<file path="src/cll_pkg.sv">
`default_nettype none
// ----------------------------------------------------------------------------
// cll_pkg
// Shared constants, codes and memory request types of the circular list block.
// ----------------------------------------------------------------------------
package cll_pkg;

  localparam int POOL_DEPTH = 256;
  localparam int DATA_WIDTH = 32;
  localparam int IDX_W      = $clog2(POOL_DEPTH);
  localparam int CNT_W      = $clog2(POOL_DEPTH + 1);

  localparam int CMD_W   = 3;
  localparam int VAL_W   = 32;
  localparam int STAT_W  = 2;
  localparam int COUNT_W = 9;

  localparam logic [CMD_W-1:0] CMD_INS_TAIL = 3'd0;
  localparam logic [CMD_W-1:0] CMD_INS_HEAD = 3'd1;
  localparam logic [CMD_W-1:0] CMD_TO_HEAD  = 3'd2;
  localparam logic [CMD_W-1:0] CMD_NEXT     = 3'd3;
  localparam logic [CMD_W-1:0] CMD_REMOVE   = 3'd4;

  localparam logic [STAT_W-1:0] ST_OK     = 2'd0;
  localparam logic [STAT_W-1:0] ST_EMPTY  = 2'd1;
  localparam logic [STAT_W-1:0] ST_FULL   = 2'd2;
  localparam logic [STAT_W-1:0] ST_NOCUR  = 2'd3;

  typedef struct packed {
    logic             we;
    logic [IDX_W-1:0] waddr;
    logic [IDX_W-1:0] wdata;
    logic [IDX_W-1:0] raddr;
  } link_req_t;

  typedef struct packed {
    logic                  we;
    logic [IDX_W-1:0]      waddr;
    logic [DATA_WIDTH-1:0] wdata;
    logic [IDX_W-1:0]      raddr;
  } value_req_t;

endpackage
`default_nettype wire

</file>
<file path="src/cll_ctrl.sv">
`default_nettype none
// ----------------------------------------------------------------------------
// cll_ctrl
// Command sequencer: list pointers, free list and read-modify-write of the
// node memories.
// ----------------------------------------------------------------------------
module cll_ctrl
  import cll_pkg::*;
(
  input  wire logic                     clk,
  input  wire logic                     rst_n,
  input  wire logic                     start,
  output      logic                     busy,
  input  wire logic [CMD_W-1:0]         in_cmd,
  input  wire logic signed [VAL_W-1:0]  in_value_in,
  output      logic                     out_valid,
  output      logic signed [VAL_W-1:0]  out_value_out,
  output      logic [STAT_W-1:0]        out_status,
  output      logic [COUNT_W-1:0]       out_element_count,
  output      link_req_t                link_req,
  output      value_req_t               value_req,
  input  wire logic [IDX_W-1:0]         link_rdata,
  input  wire logic [DATA_WIDTH-1:0]    value_rdata
);

  typedef enum logic [1:0] {S_IDLE, S_RD1, S_RD2, S_WR1} state_t;

  state_t                   st_r;
  logic [CMD_W-1:0]         op_r;
  logic [DATA_WIDTH-1:0]    val_r;
  logic [IDX_W-1:0]         node_r;
  logic [IDX_W-1:0]         tail_r;
  logic                     nonempty_r;
  logic [IDX_W-1:0]         cursor_r;
  logic [IDX_W-1:0]         prior_r;
  logic                     cv_r;
  logic [CNT_W-1:0]         count_r;
  logic [IDX_W-1:0]         free_head_r;
  logic [CNT_W-1:0]         free_count_r;
  logic [CNT_W-1:0]         nun_r;
  logic                     out_valid_r;
  logic signed [VAL_W-1:0]  out_value_r;
  logic [STAT_W-1:0]        out_status_r;
  logic [COUNT_W-1:0]       out_count_r;

  logic pool_full;
  logic single;
  logic rm_bad;
  logic fix;

  assign pool_full = (free_count_r == '0) && (nun_r == CNT_W'(POOL_DEPTH));
  assign single    = (count_r <= CNT_W'(1));
  assign rm_bad    = !cv_r || (!single && (prior_r == cursor_r));
  assign fix       = cv_r && (prior_r == tail_r) &&
                     ((count_r == CNT_W'(1)) || (prior_r != cursor_r));

  assign busy              = (st_r != S_IDLE);
  assign out_valid         = out_valid_r;
  assign out_value_out     = out_value_r;
  assign out_status        = out_status_r;
  assign out_element_count = out_count_r;

  always_comb begin
    link_req  = '0;
    value_req = '0;
    unique case (st_r)
      S_IDLE: begin
        unique case (in_cmd) inside
          CMD_INS_TAIL, CMD_INS_HEAD: link_req.raddr = free_head_r;
          CMD_TO_HEAD:                link_req.raddr = tail_r;
          default:                    link_req.raddr = cursor_r;
        endcase
        value_req.raddr = cursor_r;
      end
      S_RD1: begin
        unique case (op_r) inside
          CMD_INS_TAIL, CMD_INS_HEAD: link_req.raddr = tail_r;
          CMD_TO_HEAD, CMD_NEXT:      value_req.raddr = link_rdata;
          CMD_REMOVE: begin
            link_req.we = 1'b1;
            if (single) begin
              link_req.waddr = node_r;
              link_req.wdata = free_head_r;
            end else begin
              link_req.waddr = prior_r;
              link_req.wdata = link_rdata;
            end
          end
          default: ;
        endcase
      end
      S_RD2: begin
        if ((op_r == CMD_INS_TAIL) || (op_r == CMD_INS_HEAD)) begin
          link_req.we     = 1'b1;
          link_req.waddr  = node_r;
          link_req.wdata  = nonempty_r ? link_rdata : node_r;
          value_req.we    = 1'b1;
          value_req.waddr = node_r;
          value_req.wdata = val_r;
        end
      end
      S_WR1: begin
        link_req.we = 1'b1;
        if (op_r == CMD_REMOVE) begin
          link_req.waddr = node_r;
          link_req.wdata = free_head_r;
        end else begin
          link_req.waddr = tail_r;
          link_req.wdata = node_r;
        end
      end
      default: ;
    endcase
  end

  always_ff @(posedge clk) begin
    if (!rst_n) begin
      st_r         <= S_IDLE;
      tail_r       <= '0;
      nonempty_r   <= 1'b0;
      cursor_r     <= '0;
      prior_r      <= '0;
      cv_r         <= 1'b0;
      count_r      <= '0;
      free_head_r  <= '0;
      free_count_r <= '0;
      nun_r        <= '0;
      out_valid_r  <= 1'b0;
    end else begin
      out_valid_r <= 1'b0;
      unique case (st_r)
        S_IDLE: begin
          if (start) begin
            op_r         <= in_cmd;
            val_r        <= DATA_WIDTH'(in_value_in);
            out_value_r  <= '0;
            out_status_r <= ST_OK;
            out_count_r  <= COUNT_W'(count_r);
            unique case (in_cmd) inside
              CMD_INS_TAIL, CMD_INS_HEAD: begin
                if (pool_full) begin
                  out_status_r <= ST_FULL;
                  out_valid_r  <= 1'b1;
                end else begin
                  st_r <= S_RD1;
                end
              end
              CMD_TO_HEAD: begin
                if (!nonempty_r) begin
                  out_status_r <= ST_EMPTY;
                  out_valid_r  <= 1'b1;
                end else begin
                  node_r <= tail_r;
                  st_r   <= S_RD1;
                end
              end
              CMD_NEXT, CMD_REMOVE: begin
                if (!nonempty_r) begin
                  out_status_r <= ST_EMPTY;
                  out_valid_r  <= 1'b1;
                end else if (!cv_r || ((in_cmd == CMD_REMOVE) && rm_bad)) begin
                  out_status_r <= ST_NOCUR;
                  out_valid_r  <= 1'b1;
                end else begin
                  node_r <= cursor_r;
                  st_r   <= S_RD1;
                end
              end
              default: out_valid_r <= 1'b1;
            endcase
          end
        end
        S_RD1: begin
          unique case (op_r) inside
            CMD_INS_TAIL, CMD_INS_HEAD: begin
              if (free_count_r != '0) begin
                node_r       <= free_head_r;
                free_head_r  <= link_rdata;
                free_count_r <= free_count_r - CNT_W'(1);
              end else begin
                node_r <= nun_r[IDX_W-1:0];
                nun_r  <= nun_r + CNT_W'(1);
              end
              st_r <= S_RD2;
            end
            CMD_TO_HEAD, CMD_NEXT: begin
              prior_r  <= node_r;
              cursor_r <= link_rdata;
              cv_r     <= 1'b1;
              st_r     <= S_RD2;
            end
            CMD_REMOVE: begin
              out_value_r <= VAL_W'(value_rdata);
              if (single) begin
                nonempty_r   <= 1'b0;
                cv_r         <= 1'b0;
                tail_r       <= '0;
                cursor_r     <= '0;
                prior_r      <= '0;
                free_head_r  <= node_r;
                free_count_r <= free_count_r + CNT_W'(1);
                count_r      <= count_r - CNT_W'(1);
                out_count_r  <= COUNT_W'(count_r - CNT_W'(1));
                out_valid_r  <= 1'b1;
                st_r         <= S_IDLE;
              end else begin
                if (node_r == tail_r) begin
                  tail_r <= prior_r;
                end
                cursor_r <= prior_r;
                st_r     <= S_WR1;
              end
            end
            default: st_r <= S_IDLE;
          endcase
        end
        S_RD2: begin
          if ((op_r == CMD_TO_HEAD) || (op_r == CMD_NEXT)) begin
            out_value_r <= VAL_W'(value_rdata);
            out_valid_r <= 1'b1;
            st_r        <= S_IDLE;
          end else if (!nonempty_r) begin
            tail_r      <= node_r;
            nonempty_r  <= 1'b1;
            count_r     <= count_r + CNT_W'(1);
            out_count_r <= COUNT_W'(count_r + CNT_W'(1));
            out_valid_r <= 1'b1;
            st_r        <= S_IDLE;
          end else begin
            st_r <= S_WR1;
          end
        end
        S_WR1: begin
          if (op_r == CMD_REMOVE) begin
            free_head_r  <= node_r;
            free_count_r <= free_count_r + CNT_W'(1);
            count_r      <= count_r - CNT_W'(1);
            out_count_r  <= COUNT_W'(count_r - CNT_W'(1));
          end else begin
            if (fix) begin
              prior_r <= node_r;
            end
            if (op_r == CMD_INS_TAIL) begin
              tail_r <= node_r;
            end
            count_r     <= count_r + CNT_W'(1);
            out_count_r <= COUNT_W'(count_r + CNT_W'(1));
          end
          out_valid_r <= 1'b1;
          st_r        <= S_IDLE;
        end
        default: st_r <= S_IDLE;
      endcase
    end
  end

endmodule
`default_nettype wire

</file>
<file path="config.mk">
export PLATFORM = sky130hd
export DESIGN_NAME = cll_ctrl
export DESIGN_NICKNAME = d
export VERILOG_FILES = /design/src/cll_pkg.sv /design/src/cll_ctrl.sv
export SDC_FILE = /design/constraint.sdc
export NUM_CORES = 1
export LEC_CHECK = 0
export ABC_CLOCK_PERIOD_IN_PS = 4400
export BUFFER_PORTS_ARGS = -buffer_cell sky130_fd_sc_hd__buf_2
export CAP_MARGIN = 0
export CORE_MARGIN = 1
export CORE_UTILIZATION = 33
export CTS_CLUSTER_SIZE = 30
export DETAILED_ROUTE_END_ITERATION = 10
export PLACE_DENSITY_LB_ADDON = 0.2
export SLEW_MARGIN = 0
export SYNTH_ARGS = -nofsm -noshare
export SYNTH_HDL_FRONTEND = slang
export SYNTH_SLANG_ARGS = --single-unit
</file>
<file path="constraint.sdc">
create_clock -name clk -period 4.4 [get_ports clk]
set_input_delay 0.44 -clock clk [delete_from_list [all_inputs] [get_ports clk]]
set_output_delay 0.44 -clock clk [all_outputs]
set_load 0.05 [all_outputs]
</file>
==> results.md <==
* Int Pwr at 3230 uW
* Critical Path Max Stage Delay at 760 ps
* Required @ worst endpoint at between 3000 and 4000 ps
* Skew final at 11.7 ps
* Rel. slew slack at ~29%
* CP endpoint kind: output pin
* Power share of the clock group at approximately 26%
* Antenna diode count at 0
* DRT antenna net count at 0
* Max-cap violations at 0
* Minimum clock period at slightly below 4000 ps
* Initial cell density of the core at 33.6%
* NetSw at roughly 2500 uW
* Final core area utilization at between 40% and 50%
* Cell Area, Synth at a little under 0.009 sq mm
* First-pass GRT wire length at between 40000 and 50000 um
* Vias at approximately 8000
* Yosys synthesis warning count at 0
* FP Rows at 59
* I/O Buffers at 196
* Chip width at roughly 160 um
* Hold path cells at 1
* Fmax achieved at between 200 and 300 MHz
* Synth Net Count at 1060
* Routed wire length at 29500 um
* Pwr per Cell Area at 542 mW/mm^2
* Die ar. at ~0.027 sq mm
* Share of the synthesized area in the top cell type at roughly 29%
* Crit path buf inv count at 1
* CTS H-tree depth at 4
* Cts repair resizes at 0
* Root Driver: clkbuf_16
* Drt first pass iters at 7
* Final Power at between 5000 and 6000 uW
* Fin Setup TNS at 0 ps
* Vias in the first global route at 7558
* Hold crit path type: primary input to flip-flop
* Drc violations at 0
* Leakage Power at between 0.004 and 0.005 uW
* Num CTS Buffers at 17
* Maximum VDD drop at 0.259 mV
* Final hold violations at 0
* Post-synth EDFFs at 86
* Clk Latency, worst-skew pair at about 430 ps
* Place WS at around 1100 ps
* Final #Nets at 1201
* Sequential fraction of the synthesis area at between 40 and 50%
* Clock-pin slew on the worst setup and hold paths at 70 ps
* Initial antenna violation count at 0
* Worst-path fanout max at 12
* Startpoint Class: flip-flop
* DRT iter0 DRCs at just over 900
* Slowest-stage cell, CP: o21bai_1
* Deepest clock path buffer count at 2
* TritonCTS clock tree: yes
* Largest cells by area after synthesis: edfxtp_1 (29%), dfxtp_1 (15%), and2_1 (5.7%), nor2_1 (3.7%), a222oi_1 (3.5%)
* All-Layer GR Usage at about 21%
* Worst Path Arrival at ~3500 ps
* Layout cells sized above 1 at 24.2%
* Via/cell ratio at 5.60
* Distinct cells, synth at 66
* Largest net degree at the start of global routing at ~50
* # hold bufs at CTS at 0
* Finish-stage setup viols at 0
* Clock sinks at 150
* Die height at approximately 160 um
* Post-Syn Instances at 971
* Worst-Margin Slew at around 1100 ps
* Gpl congestion at about 0.88
* R2R depth at 5
* RSZ-0062 raised after global routing: no
* Gate power share at about 39%
* Critical-path cell list: nor4_2 -> nand3_1 -> o21bai_1 -> a222oi_1 -> nor2_1 -> buf_2
* Area delta synth->final at 20.4%
* Num ports at 197
* Drt wl/cell at a little over 20 um
* Core Region at approximately 0.026 sq mm
* Crit share post-route at between 80 and 90%
* Seq pwr share at a little over a third
* Critical path's top delay family: simple AND/OR/NAND/NOR gates
* Status: finished clean
* Fraction of registers with async set or reset after synthesis at 0%
* Crit path kind: flip-flop to output pin
* Congestion Overflow GR at 0
* Post-DP HPWL at 20800 um
* Synth area leader: edfxtp_1
* Seq cells post-synth at 150
* Stages on worst setup path at 6
* Postcts setup bufs at 0
* Switch share at between 40% and 50%
* Pins over their slew limit at 0
* Final setup margin at ~500 ps
* Mean Syn Cell Area at 9.03 sq um
* Top FF cell, synth: edfxtp_1
-- cell usage after synthesis (all sizes together) (21+ instances only) --
| master | count |
|---|---|
| nor2 | 86 |
| clkbuf | 81 |
| xnor2 | 21 |
| a21oi | 50 |
| and2 | 80 |
| edfxtp | 86 |
| a222oi | 31 |
| inv | 38 |
| dfxtp | 64 |
| nand3 | 30 |
| o21ai | 65 |
| nand2 | 80 |
-- sequential cells by signal (all words and copies together), names as in the netlist, 8 cells and up --
name and cells:
out_value_out 32, val_r 32, count_r 9, free_count_r 9
nun_r 9, out_element_count 9, cursor_r 8, free_head_r 8
node_r 8, prior_r 8, tail_r 8
-- final cells by class --
type,instances,area [sq um]
Timing Repair Buffer,211,1090
Clock buffer,17,425
Inverter,39,146
Tap cell,335,419
Clock inverter,15,163
Fill cell,2620,15500
Multi-Input combinational cell,693,4440
Sequential cell,150,3860
-- per-stage QoR --
stage,std cells,cell area [sq um],hold slack [ps]
CTS,1460,10600,166
finish,1460,10600,180
floorplan,971,8760,442
detailed placement,1428,9960,461
global route,1460,10600,167
global placement,1428,9960,461
-- logic make-up after synthesis --
family	count (synthesis)	synth area share, %
AND/OR/NAND/NOR	358	21.2
AO/OA/AOI/OAI	256	20.1
flip-flops	150	44.1
buffers and inverters	128	5.55
XOR/XNOR	38	3.80
multiplexers	30	3.65
adder cells (fa/ha/maj)	11	1.57
-- final timing paths --
kind                        endpoint  slack (ps)                    start
max                     link_req[22]         500  count_r[5]$_SDFFE_PN0P_
max reg2reg  prior_r[7]$_SDFFE_PN0P_        1260        op_r[1]$_DFFE_PP_
min reg2reg    nun_r[7]$_SDFFE_PN0P_         470    nun_r[7]$_SDFFE_PN0P_
min               val_r[0]$_DFFE_PP_         180           in_value_in[0]
-- per-layer routing --
layer	up-vias	GRT usage (%)	wire length, um
met5	-	0	0
met2	439	33.3	13400
met1	3803	27.5	12300
met3	81	4.80	2770
li1	3850	-	-
met4	0	11.9	1110
-- worst register-to-register path, cell delays in order, from the launching register on --
cell and delay [ps]:
edfxtp_1 700, or3b_1 880, o211ai_1 280, nand4b_1 160, a2bb2oi_1 720, o221ai_1 240
-- power by group through the flow --
stage          combinational [uW]  sequential, uW  clock (uW)
2_1_floorplan                1530            2130           0
3_3_place_gp                 2220            2030           0
3_5_place_dp                 2230            2030           0
4_1_cts                      2240            2000        1480
5_1_grt                      2440            2030        1530
6_report                     2250            2010        1460
-- placed cells by master (no fill, tap or decap), types with 7 or more instances in the layout --
cell	count
xor2_1	17
a22o_1	9
nor3_1	12
nand2b_1	9
buf_2	196
a311oi_1	16
a31oi_1	13
nand2_1	80
buf_4	15
o22ai_1	7
mux2_2	16
and2_1	80
clkbuf_16	17
o21ai_0	60
o221ai_1	10
dfxtp_1	64
ha_1	9
nand4_1	11
nor2_1	86
edfxtp_1	86
xnor2_1	21
inv_1	38
a222oi_1	31
a211oi_1	11
mux2i_1	14
nand3_1	30
nor4_1	8
a21oi_1	49
Note: power is estimated with default switching activity, not from simulation.
